`src/pwsm_pkg.sv`:
```
`timescale 1ns / 1ps
`default_nettype none
// ----------------------------------------------------------------------------
// pwsm_pkg
// Shared types and constants of the projective warp source mapper.
// ----------------------------------------------------------------------------
package pwsm_pkg;

  // fixed-point formats
  localparam int COEF_W        = 21;  // signed Q5.15 coefficient
  localparam int ORG_W         = 24;  // signed Q15.8 origin
  localparam int ORG_FRAC_BITS = 8;   // homogeneous 1.0 is 1 << 8
  localparam int PIX_W         = 12;
  localparam int SIZE_W        = 13;
  localparam int ROW_W         = 63;
  localparam int XY_W          = 25;  // (pixel << 8) + origin
  localparam int PROD_W        = 46;  // coefficient times x or y
  localparam int DOT_W         = 48;  // row dot product
  localparam int Q_W           = 14;  // quotient floor(2p / w)
  localparam int DIV_STEPS     = 14;
  localparam int REM_W         = 62;  // holds w << 13 and 2p

  localparam logic [SIZE_W-1:0] MAX_DIM = 13'd4096;

  // queue between front and back
  localparam int QDEPTH = 4;
  localparam int QPTR_W = 2;
  localparam int QCNT_W = 3;

  // register indexes
  localparam int ADDR_W = 6;
  localparam logic [2:0] REG_INV_ROW0   = 3'd0;
  localparam logic [2:0] REG_INV_ROW1   = 3'd1;
  localparam logic [2:0] REG_INV_ROW2   = 3'd2;
  localparam logic [2:0] REG_SRC_WIDTH  = 3'd3;
  localparam logic [2:0] REG_SRC_HEIGHT = 3'd4;
  localparam logic [2:0] REG_ORIGIN_X   = 3'd5;
  localparam logic [2:0] REG_ORIGIN_Y   = 3'd6;

  // configuration seen by front and back
  typedef struct packed {
    logic [ROW_W-1:0]  inv_row0;
    logic [ROW_W-1:0]  inv_row1;
    logic [ROW_W-1:0]  inv_row2;
    logic [SIZE_W-1:0] src_width;
    logic [SIZE_W-1:0] src_height;
    logic [ORG_W-1:0]  origin_x;
    logic [ORG_W-1:0]  origin_y;
  } warp_cfg_t;

  // sign-normalized dot products, w >= 0
  typedef struct packed {
    logic [DOT_W-1:0] p_u;
    logic [DOT_W-1:0] p_v;
    logic [DOT_W-1:0] w;
  } dot_item_t;

endpackage
`default_nettype wire

```
`src/pwsm_queue.sv`:
```
`timescale 1ns / 1ps
`default_nettype none
// ----------------------------------------------------------------------------
// pwsm_queue
// Short first-in first-out queue of dot-product words between front and back.
// ----------------------------------------------------------------------------
module pwsm_queue import pwsm_pkg::*; (
  input  wire logic      clk,
  input  wire logic      rst,
  input  wire logic      push,
  input  wire dot_item_t push_item,
  input  wire logic      pop,
  output dot_item_t      head,
  output logic           empty,
  output logic           full
);

  dot_item_t         mem [0:QDEPTH-1];
  logic [QPTR_W-1:0] wr_ptr, rd_ptr;
  logic [QCNT_W-1:0] count;

  assign empty = (count == '0);
  assign full  = (count == QCNT_W'(QDEPTH));
  assign head  = mem[rd_ptr];

  // pointers and fill level
  always_ff @(posedge clk) begin
    if (rst) begin
      wr_ptr <= '0;
      rd_ptr <= '0;
      count  <= '0;
    end else begin
      if (push) wr_ptr <= wr_ptr + 1'b1;
      if (pop) rd_ptr <= rd_ptr + 1'b1;
      if (push && !pop) begin
        count <= count + 1'b1;
      end else if (pop && !push) begin
        count <= count - 1'b1;
      end
    end
  end

  // storage
  always_ff @(posedge clk) begin
    if (push) mem[wr_ptr] <= push_item;
  end

endmodule
`default_nettype wire

```
`config.mk`:
```
export PLATFORM = sky130hd
export DESIGN_NAME = pwsm_queue
export DESIGN_NICKNAME = d
export VERILOG_FILES = /design/src/pwsm_pkg.sv /design/src/pwsm_queue.sv
export SDC_FILE = /design/constraint.sdc
export NUM_CORES = 1
export LEC_CHECK = 0
export BUFFER_PORTS_ARGS = -buffer_cell sky130_fd_sc_hd__buf_2
export CAP_MARGIN = 20
export CORE_MARGIN = 3
export CORE_UTILIZATION = 38
export DETAILED_ROUTE_END_ITERATION = 8
export GPL_ROUTABILITY_DRIVEN = 0
export HOLD_SLACK_MARGIN = 0.03
export PLACE_DENSITY = 0.6
export SLEW_MARGIN = 10
export SYNTH_ARGS = -nofsm -noshare
export SYNTH_HDL_FRONTEND = slang
export SYNTH_SLANG_ARGS = --single-unit
```
`constraint.sdc`:
```
create_clock -name clk -period 6.2 [get_ports clk]
set_input_delay 0.62 -clock clk [delete_from_list [all_inputs] [get_ports clk]]
set_output_delay 0.62 -clock clk [all_outputs]
set_load 0.01 [all_outputs]
```
* Yosys cells after proc, flatten, opt, wreduce, memory -nomap -nowiden
Memories as Yosys holds them, arrays and structs flattened. A register that Yosys moved wholly into a read port is not among the register bits. Cells that the tools add are included. W data, S select, Z words.
Operators by class: add/subtract/negate cells 4, equality and inequality tests 1, mux-type cells 6, reductions and logical operators 6
Operators with widths (number):
- $mux W3 | 2
- $add A2 B1 Y2 const B | 2
- $mux W2 | 2
- $add A3 B1 Y3 const B | 1
- $eq A3 B3 Y1 const B | 1
- $logic_not A3 Y1 | 1
- $sub A3 B1 Y3 const B | 1
- $logic_and A1 B1 Y1 | 2
- $logic_not A1 Y1 | 2
- $mux W1 | 2
- $reduce_bool A2 Y1 | 1
Word-level totals: bits of input ports 148, bits in registers 7, output and inout port bits 146, memories kept 1, logic and storage cells 21, bits in writable memories 576
Memories:
- mem | depth 4, bits a word 144, read ports 1, clocked after Yosys merged registers in 1, write ports 1, RTL line pwsm_queue.sv:18 | dot_item_t mem [0:QDEPTH-1];

* Longest topological paths before layout
Gate-level depths: netlist (run 1).
depth in word-level cells 4, gate-level depth with buffers 7, gate-level depth less buffers 7

* Worst setup path after synthesis (run 1)
OpenSTA, ideal clock, no wires.
kind in2reg, start input port push, end memory mem[0][0] (netlist name) (enable), data arrival time 3910 ps, setup time 520 ps, required time 5680 ps, path buffers 0, slack 1770 ps, stages on the path 1, path through and2_1
On the way: word-level cells in the longest chain between the ends 2
Ends and longest elaborated chain:
- start, declared | RTL line pwsm_queue.sv:10 | input wire logic push,
- $mux W1 | RTL line pwsm_queue.sv:45 | if (push) mem[wr_ptr] <= push_item;
- $mux W1 (implied by the code) | RTL line pwsm_queue.sv:45
- end, declared | RTL line pwsm_queue.sv:18
Every way passes these cells.

==> results of run 1 <==
power by group:
group / total [mW] / switching (mW) / internal, mW
sequential: 4.61 / 0.0613 / 4.55
combinational: 0.800 / 0.437 / 0.363
clock: 3.41 / 1.44 / 1.97
registers in the layout (all words and copies together) (netlist names), named ones only:
register	count
rd_ptr	2
count	3
wr_ptr	2
mem	576
placed cells by master, fill, tap and decap left out, types with 7 or more instances in the layout:
| cell type | Yosys | layout |
|---|---|---|
| edfxtp_1 | 576 | 576 |
| buf_2 | 16 | 293 |
| mux4_2 | 144 | 144 |
| clkbuf_16 | 0 | 61 |
| clkinv_1 | 0 | 14 |
| clkbuf_1 | 6 | 12 |
| clkinv_2 | 0 | 9 |
| nor2_1 | 7 | 7 |
| dfxtp_1 | 9 | 7 |
per-layer routing:
layer  GRT usage  part of all wire  vias up
li1            -                 -     4119
met1       0.189              0.42     4939
met2       0.223              0.48      266
met3      0.0501             0.080       80
met4      0.0385             0.019       20
met5           0            0.0029        -
final cells by class:
class	count	area, um2
antenna	5	12.5
clock buffer	73	1570
clock inverter	37	302
fill	4599	29100
inverter	4	15.0
multi-input combinational	174	3480
sequential	585	17500
tap	739	925
timing repair buffer	301	1590
cell families (layout without fill, tap and decap cells):
family,count (synthesis),in the layout,share of synthesized area
multiplexers,146,146,0.154
adder cells (fa/ha/maj),6,6,0.00390
AO/OA/AOI/OAI,2,2,0.000472
AND/OR/NAND/NOR,15,15,0.00349
other,0,5,0
XOR/XNOR,5,5,0.00207
flip-flops,585,585,0.825
buffers and inverters,37,415,0.0105
stage by stage:
stage / cells / setup WS, ns / utilization / hold WS (ns) / power [mW]
5_1_grt: 1914 / 2.52 / 0.466 / 0.204 / 9.17
3_3_place_gp: 1803 / 3.31 / 0.432 / 0.482 / 5.51
3_5_place_dp: 1803 / 3.30 / 0.432 / 0.519 / 5.52
2_1_floorplan: 796 / 1.77 / - / 0.466 / 5.17
6_report: 1918 / 2.81 / 0.466 / 0.234 / 8.81
4_1_cts: 1913 / 2.64 / 0.466 / 0.177 / 8.96
worst max-delay path: cells and delay by family, from the launching register on:
family                 cells  cell delay (ns)
multiplexers               1             0.62
flip-flops                 1             0.65
buffers and inverters      2             0.75
how the worst max path moves through the flow:
stage | from | endpoint | slack (ns) | cells past startpoint
2_1_floorplan | push | mem[0][0] | 1.77 | 1
3_3_place_gp | flop | head[123] | 3.31 | 3
3_5_place_dp | flop | head[106] | 3.30 | 3
4_1_cts | flop | head[106] | 2.64 | 3
5_1_grt | flop | head[128] | 2.52 | 3
6_report | flop | head[106] | 2.81 | 3
==> results summary, run 1 <==
The final wirelength is 41500 um. The TritonCTS clock tree is done. The most used flip-flop cell after synthesis is edfxtp_1. The number of antenna violations at the first check in global routing is 12. The number of enable flip-flop cells after synthesis is 576. The via count of the routed design came out at 9424. The data arrival time of the critical path came out at 2.77 ns.

The total iterations of the first detailed-routing run is 4. On the worst path, the slowest cell contributes a delay of 0.65 ns. Dividing the final minimum period by the clock period gives 0.547. The final layout net count came out at 1279. The number of clock buffers added by TritonCTS is 59. The share of layout cells above drive strength 1 is 0.456. The detailed placement HPWL is 23300 um. The async set-or-reset flop fraction in the synthesized netlist is 0. For this configuration, the core starts out at a cell density of 0.389. The flow ran to the end, and the final reports show no timing, DRC or antenna violations. Counting instances in the post-synthesis netlist gives the leading cell types as edfxtp_1, mux4_2, buf_2.

The instance count of the mapped netlist is 796. The maximum clock frequency is 295 MHz. In the post-synthesis netlist, the cell with the most instances is edfxtp_1. Walking the worst path, the cells encountered are buf_12 -> mux4_2 -> buf_2.

Across the routed clock network, the largest skew measured is 0.0114 ns. The clock net sink count came out at 585. The tightest min-delay check is of the primary input to flop type. The cell area after layout is 25400 um2. The cell taking the most area after synthesis is edfxtp_1. The post-synthesis instance area is 21200 um2. The relative slew slack came out at 0.245. Port buffering added 293 buffers. The maximum ir drop on the vdd rail is 0.244 mV. The time the final worst path needs with I/O delays and setup is 3.39 ns. The final total negative setup slack came out at 0 ns. The measured slew at the worst slew-check pin came out at 1.13 ns. The clock reaches the later pin of the worst-skew pair after 0.60 ns. The overall routing resource usage came out at 0.142. The terminating pin of the worst hold path is mem[0][134]. In this run the critical register-to-register path is captured at mem[2][117]. The critical path is of the flop to output pin type. Setup repair after global routing left no endpoint under its margin.

The mean instance size in the synthesized netlist came out at 26.6 um2. For this design, the CTS-stage hold fixing added 0 buffers. After clock tree synthesis, the clock-pin slew on the worst setup and hold paths is 0.06 ns. Yosys attributes the largest share of cell area to edfxtp_1, mux4_2, dfxtp_1. In the routed layout, each cell is associated on average with a via count of 4.91.

The detailed-route DRC error count is 0. The share of Yosys cell area claimed by the top area cell type came out at 0.817. The count of yosys warnings during synthesis came out at 0.

The relative area change from synthesis to final layout came out at 19.9%. The number of violations reported at the end of detailed-routing iteration 0 is 534. The worst hold path begins at push_item[134].

In this run the cell area measured after placement is 23500 um2. The tree is rooted in a clkbuf_16. The first-pass GRT wire length came out at 63800 um. The worst setup slack for register-to-register paths came out at 3.67 ns. The overflow left after global routing is 0. The number of setup violations in the final report is 0. The worst register-to-register path begins at wr_ptr[0]. The I/O pin total came out at 294. STA classifies the critical path startpoint as a flop. The critical path data required time is 5.58 ns.

The via count of the first global-routing pass was 10119. Gates resized during post-CTS repair numbered 0. The area enclosed by the die boundary came out at 58600 um2. The sequential area share after synthesis came out at 0.825. The deepest level of the CTS H-tree came out at 2. The number of nets in the synthesized netlist is 950. The number of cells on the worst reg-to-reg path is 4. The number of nets with antenna violations after detailed routing is 0. The core area came out at 54500 um2. Entering global routing, the biggest net connects 145 pins. The largest fanout on the critical path came out at 91. The power density over cell area came out at 347 nW/um2. For this design, the slowest cell found on the critical path is dfxtp_4. The die width is 242 um. The number of cells on the worst hold path came out at 1. The static power due to leakage came out at 8.40 nW.

The hold violation total from the final report was 0. The clock passes through at most 3 buffers. The number of library cell types mapped by synthesis is 22. The post-detailed-route wirelength per cell came out at 21.6 um. The standard-cell row count is 85. The max-slew violation total from the final report came to 0. Once the clock tree was built, the setup fixing pass inserted 0 buffers. The worst setup path is captured at an output pin. The register bit count reported by yosys is 585. The count of max-cap constraint violations is 0. The floorplan step set the die height to 242 um.
Power figures use the tool's default switching activity.
==> run 2, diff against run 1 <==
Clock period 6.2 ns to 3.33 ns, I/O delays scaled along.
==> run 2 against run 1 <==
Flip-flop and latch count did not move; routed wire length rose by 4.1%; non-clock buffer count rose by 161; combinational power rose by 110%; register-to-register slack got worse by 2.3 ns; first-iteration DRC count fell by 2.6%; clock power rose by 87%; clock-buffer cell count rose by 2; via count rose by 6.2%; sequential share of layout area fell by 4.4 points; critical path type unchanged; largest power group unchanged.
==> results summary, run 2 (same netlist as run 1, synthesis figures left out) <==
The run finished with clean final reports. The root buffer cell chosen for the clock tree is clkbuf_16. The total setup buffers inserted after CTS came out at 0 (unchanged). The share of layout cells above drive strength 1 came out at 0.408 (-0.0474). The largest fanout on the critical path came out at 26 (-71%).

The number of nets with antenna violations after detailed routing is 0 (unchanged). The core area is 54500 um2 (unchanged). The clock net sink count came out at 585 (unchanged).

The register with the most flip-flops is mem. The power density over cell area came out at 614 nW/um2 (+77%). The footprint of the multi-input gates is 3480 um2 (unchanged).

The end of the worst register-to-register path is mem[3][61]. The overall routing resource usage came out at 0.149 (+0.00738). The detailed-route DRC error count is 0 (unchanged). The deepest clock path buffer count is 3 (unchanged). The count of max-cap constraint violations is 0 (unchanged). The path class of the tightest hold or removal check is primary input to flop. The final-layout fill cell count came out at 4432 (-3.6%). The flip-flop count of the largest register after layout is 576 (unchanged). The number of gates resized after cts came out at 0 (unchanged). Setup repair after global routing left no endpoint under its margin. The depth of the most critical reg-to-reg path is 3 (-1). The relative area change from synthesis to final layout is 28.0%. The number of buffers inserted by port buffering is 293 (unchanged). The static power due to leakage is 9.14 nW (+8.8%). The total area of sequential cells is 17500 um2 (unchanged). The overflow left after global routing came out at 0 (unchanged). The worst register-to-register path begins at wr_ptr[0]. The critical path data required time came out at 3.00 ns (-2.58 ns). The first-pass GRT wire length came to 67400 um (+5.6%). The largest registers in the layout are mem (576), count (3).

The total iterations of the first detailed-routing run is 4 (unchanged). The maximum clock frequency came out at 359 MHz. The I/O pin total is 294 (unchanged). The share of the clock period used by the worst path after layout came out at 0.837. The effective utilization at floorplan was 0.389 (unchanged). The largest net degree at the start of global routing is 68 (-53%). The via count of the routed design is 10012 (+6.2%). The standard-cell row count came out at 85 (unchanged).

STA classifies the critical path startpoint as a flop. The deepest level of the CTS H-tree is 2 (unchanged). The utilization of the core after routing was 0.498 (+0.0316).

The worst hold path terminates at wr_ptr[1]. The total power came out at 16.6 mW (+89%). The detailed placement HPWL came to 25400 um (+8.9%). The relative slew slack is 0.523 (+0.278). The post-detailed-route wirelength per cell came out at 20.8 um (-3.7%). The maximum ir drop on the vdd rail is 0.404 mV (+66%). The final wirelength came to 43200 um (+4.1%).

The post-route worst hold slack is 0.121 ns (-0.113 ns). The number of cells on the worst hold path is 3 (+2). The max-slew violation total from the final report was 0 (unchanged). The via density per instance came out at 4.83 (-1.7%). The via count of the first global-routing pass came to 11174 (+10%). TritonCTS built the clock tree. The class of the most critical setup path is flop to output pin. The worst setup slack for register-to-register paths came out at 1.34 ns (-2.33 ns).

The area enclosed by the die boundary is 58600 um2 (unchanged). The number of setup violations in the final report is 0 (unchanged). The clock-pin slew on the worst setup and hold paths is 0.06 ns (about the same). STA classifies the critical path endpoint as an output pin. The number of antenna violations at the first check in global routing came out at 6 (-6). The CTS buffer count came out at 59 (unchanged).

The time the final worst path needs with I/O delays and setup is 2.79 ns. The hold path startpoint is push. The final non-filler cell total came to 2073 (+8.1%). The final layout net count is 1440 (+13%). The data arrival time of the critical path came out at 2.45 ns (-0.32 ns). The clock skew after layout came out at 0.00681 ns (-0.00455 ns). The die width is 242 um (unchanged). The number of placed instances, taps included is 1817 (+0.78%). Leaving out fill and tap cells, the most frequent cell in the layout is edfxtp_1. The hold violation total from the final report is 0 (unchanged). The measured slew at the worst slew-check pin is 0.715 ns (-0.417 ns). The final total negative setup slack is 0 ns (unchanged). In the layout the commonest cells are edfxtp_1, buf_2, dlygate4sd3_1.

The worst-skew pair later-pin latency came out at 0.59 ns (about the same). The vertical die dimension came to 242 um (unchanged). The number of violations reported at the end of detailed-routing iteration 0 is 520 (-2.6%).
-- run 2: cell type report --
type | instances | share of cell area
clock inverter | 30 | 0.0108
timing repair buffer | 462 | 0.122
clock buffer | 75 | 0.0583
antenna | 4 | 0.000369
inverter | 4 | 0.000554
tap | 739 | 0.0341
sequential | 585 | 0.645
multi-input combinational | 174 | 0.129
-- run 2: worst max path at each step --
| stage | depth (start not counted) | to |
|---|---|---|
| after floorplan | 3 | mem[2][0] |
| after detailed placement | 3 | head[47] |
| after CTS | 3 | head[47] |
| after global placement | 3 | head[54] |
| after global routing | 3 | head[25] |
| final | 3 | head[47] |
-- run 2: what timing repair did --
item | 4_1_cts | 5_1_grt
endpoints found under the setup margin | 0 | 0
endpoints found under the hold margin | 585 | 0
hold buffers | 147 | 0
-- run 2: metal layers --
layer | vias to the layer above | share of wire | GRT usage
li1 | 4431 | - | -
met4 | 4 | 0.020 | 0.0408
met2 | 269 | 0.49 | 0.249
met5 | - | 0.00062 | 0
met3 | 63 | 0.069 | 0.0429
met1 | 5245 | 0.42 | 0.193
-- run 2: worst max-delay path, stage by stage, from the launching register on --
cell and delay, ns:
dfxtp_4 0.82, buf_12 0.31, mux4_2 0.55, buf_2 0.16
-- run 2: stage by stage --
stage | setup WS [ns] | area [um2]
after floorplan | 0.578 | 21200
after global placement | 1.09 | 23800
after detailed placement | 1.07 | 23800
after CTS | 0.401 | 27100
after global routing | 0.342 | 27100
final | 0.544 | 27100
-- run 2: report_power, final --
| part | internal, mW | switching [mW] |
|---|---|---|
| combinational | 0.837 | 0.858 |
| sequential | 8.46 | 0.113 |
| clock | 3.78 | 2.57 |
| total | 13.1 | 3.55 |
==> run 3, diff against run 2 <==
Clock period 3.33 ns to 2.9 ns, I/O delays scaled along.
==> run 3 against run 2 <==
Worst setup slack got worse by 0.32 ns; global-route usage is 0.093 points lower; worst hold slack got worse by 0.037 ns; final area up 0.62%; clock skew increased by 0.0088 ns; flip-flop and latch count unchanged; sequential power increased by 15%; die area unchanged; cell count rose by 0.43%; register-to-register slack worse by 0.30 ns; routed wire length decreased by 0.89%; critical endpoint is now head[77]; largest power group unchanged.
==> results summary, run 3 (same netlist as run 1, synthesis figures left out) <==
The max-slew violation total from the final report is 0 (unchanged). The critical path goes through buf_12 -> mux4_2 -> buf_2. The startpoint identified for the worst hold timing path is push. More flip-flops sit in one register than any other, and that register is mem. The I/O pin total came out at 294 (unchanged). The die width came to 242 um (unchanged). The worst setup path is launched from a flop. The flow ran to the end, and the final reports show no timing, DRC or antenna violations. In this run the critical register-to-register path is launched from wr_ptr[0]. The deepest clock path buffer count came to 3 (unchanged).

The overflow left after global routing is 0 (unchanged). The total power is 19.1 mW (+15%). The via density per instance is 4.83 (about the same).

The core area is 54500 um2 (unchanged). The cell family contributing the most delay on the critical path is flip-flops. The post-route worst hold slack came out at 0.0843 ns (-0.0369 ns). The flip-flop count of the largest register after layout is 576 (unchanged). The critical-path cell with the highest stage delay is dfxtp_4. The proportion of total power due to net switching is 0.215 (+0.00183). The data arrival time of the critical path is 2.38 ns (-0.07 ns). The number of violations reported at the end of detailed-routing iteration 0 is 684 (+32%). The number of buffers inserted by port buffering came out at 293 (unchanged). The number of setup violations in the final report is 0 (unchanged). The area enclosed by the die boundary is 58600 um2 (unchanged). The terminating pin of the worst hold path is wr_ptr[0]. The number of antenna violations at the first check in global routing is 5 (-1). Setup repair after global routing left no endpoint under its margin. The final total negative setup slack came out at 0 ns (unchanged). The part of the total power dissipated in the clock network came out at 0.382 (about the same).

STA classifies the critical path endpoint as an output pin. The worst-skew pair later-pin latency came out at 0.58 ns (about the same). The number of cells on the worst hold path is 3 (unchanged). The maximum clock frequency came out at 374 MHz. The final layout net count was 1449 (+0.63%).

The detailed placement HPWL came out at 26200 um (+3.4%). The clock skew after layout came out at 0.0156 ns (+0.00878 ns). The power density over cell area is 702 nW/um2 (+14%).

The total placed instance area came out at 23900 um2 (+0.69%). The final non-filler cell total is 2082 (+0.43%). The worst setup slack for register-to-register paths came out at 1.04 ns (-0.30 ns). The maximum cell stage delay along the critical path is 0.78 ns (-0.04 ns). The CTS buffer count came out at 58 (-1.7%). The via count of the first global-routing pass is 11132 (-0.38%). The largest fanout on the critical path came to 24 (-7.7%).

The library cell used most frequently in the layout, excluding fill and tap cells, is edfxtp_1. The measured slew at the worst slew-check pin is 0.685 ns (-0.0300 ns). The effective utilization at floorplan is 0.389 (unchanged). TritonCTS built the clock tree.

In this run the critical register-to-register path is captured at mem[3][94]. The switching power summed over all nets came to 4.12 mW (+16%). The final wirelength was 42800 um (-0.89%).

The critical path data required time was 2.61 ns (-0.39 ns). The maximum ir drop on the vdd rail is 0.744 mV (+84%). The time the final worst path needs with I/O delays and setup came out at 2.67 ns. The largest registers in the layout are mem (576), count (3). In the layout the commonest cells are edfxtp_1, buf_2, dlygate4sd3_1. The share of total power in combinational logic is 0.104 (+0.002). The cell at the root of the clock tree is clkbuf_16. The critical path buffer and inverter count was 2 (unchanged). The share of layout cells above drive strength 1 is 0.417 (+0.00858). The overall routing resource usage is 0.148 (-0.000930). The total iterations of the first detailed-routing run came out at 4 (unchanged). The deepest level of the CTS H-tree came out at 2 (unchanged). The path class of the tightest hold or removal check is primary input to flop.

The class of the most critical setup path is flop to output pin. The relative slew slack came out at 0.543 (+0.0200). The number of nets with antenna violations after detailed routing is 0 (unchanged). The number of placed instances, taps included came out at 1827 (+0.55%). The clock-pin slew on the worst setup and hold paths is 0.06 ns (about the same).

The via count of the routed design came out at 10049 (+0.37%). The detailed-route DRC error count came out at 0 (unchanged). The depth of the most critical reg-to-reg path is 3 (unchanged). The portion of total power attributed to sequential cells came out at 0.514 (-0.002). The count of max-cap constraint violations is 0 (unchanged). Dividing the final minimum period by the clock period gives 0.922. The first-pass GRT wire length is 67300 um (about the same). The relative area change from synthesis to final layout is 28.8%. The static power due to leakage is 9.21 nW (+0.80%). The total internal power came out at 15.0 mW (+15%). The final-layout fill cell count is 4426 (-0.14%).

The hold violation total from the final report is 0 (unchanged). The vertical die dimension is 242 um (unchanged). The clock net sink count came out at 585 (unchanged).

The largest net degree at the start of global routing came out at 51 (-25%). The cell area after layout came out at 27300 um2 (+0.62%). The post-detailed-route wirelength per cell came out at 20.6 um (-1.3%). The standard-cell row count came out at 85 (unchanged).
[run 3: changes by cell type in the layout (fill, tap and decap cells not counted), moves of 3 or more]
| cell | delta |
|---|---|
| buf_12 | +7 |
| buf_4 | +3 |
| clkbuf_1 | -7 |
| clkinvlp_4 | +4 |
[run 3: worst register-to-register path, delay by kind of cell, from the launching register on]
kind	cells	cell delay, ns
buffers and inverters	1	0.38
and+or+nand+nor	1	0.58
adders and majority gates	1	0.18
DFF	1	0.40
[run 3: final cells by class]
class	instances	area, um2	area share
Multi-Input combinational cell	174	3480	0.128
Sequential cell	585	17500	0.641
Tap cell	739	925	0.0339
Clock inverter	40	378	0.0139
Timing Repair Buffer	472	3480	0.128
Clock buffer	66	1500	0.0551
Antenna cell	2	5.00	0.000184
Inverter	4	15.0	0.000551
[run 3: what timing repair did]
item                      4_1_cts  5_1_grt
hold endpoints to repair      585        0
gates resized for setup         0        0
hold buffers                  147        0
buffers inserted                0        0
[run 3: worst max-delay path by stage]
| stage | start | end | slack (ns) | cells past startpoint |
|---|---|---|---|---|
| floorplan | wr_ptr[0] | mem[2][0] | 0.15 | 3 |
| global placement | flop | head[66] | 0.78 | 3 |
| detailed placement | flop | head[66] | 0.76 | 3 |
| CTS | flop | head[66] | 0.11 | 3 |
| global route | flop | head[66] | 0.06 | 3 |
| finish | flop | head[77] | 0.23 | 3 |
[run 3: power by group through the flow]
stage | combinational, mW | sequential, mW | clock [mW]
CTS | 2.05 | 9.85 | 7.57
detailed placement | 1.87 | 10.0 | 0
finish | 1.99 | 9.85 | 7.32
global route | 2.16 | 9.88 | 7.89
floorplan | 1.05 | 9.98 | 0
global placement | 1.86 | 10.0 | 0
[run 3: layer usage]
metal	vias up	track usage	routed length [um]
li1	4457	-	-
met5	-	0	9
met2	253	0.247	21300
met4	2	0.0415	918
met1	5271	0.193	17900
met3	66	0.0397	2670
[run 3: per-stage QoR]
stage                      util  setup slack (ns)
after floorplan               -             0.148
after global placement    0.439             0.775
after detailed placement  0.439             0.760
after CTS                 0.501             0.109
after global routing      0.501            0.0589
final                     0.501             0.226
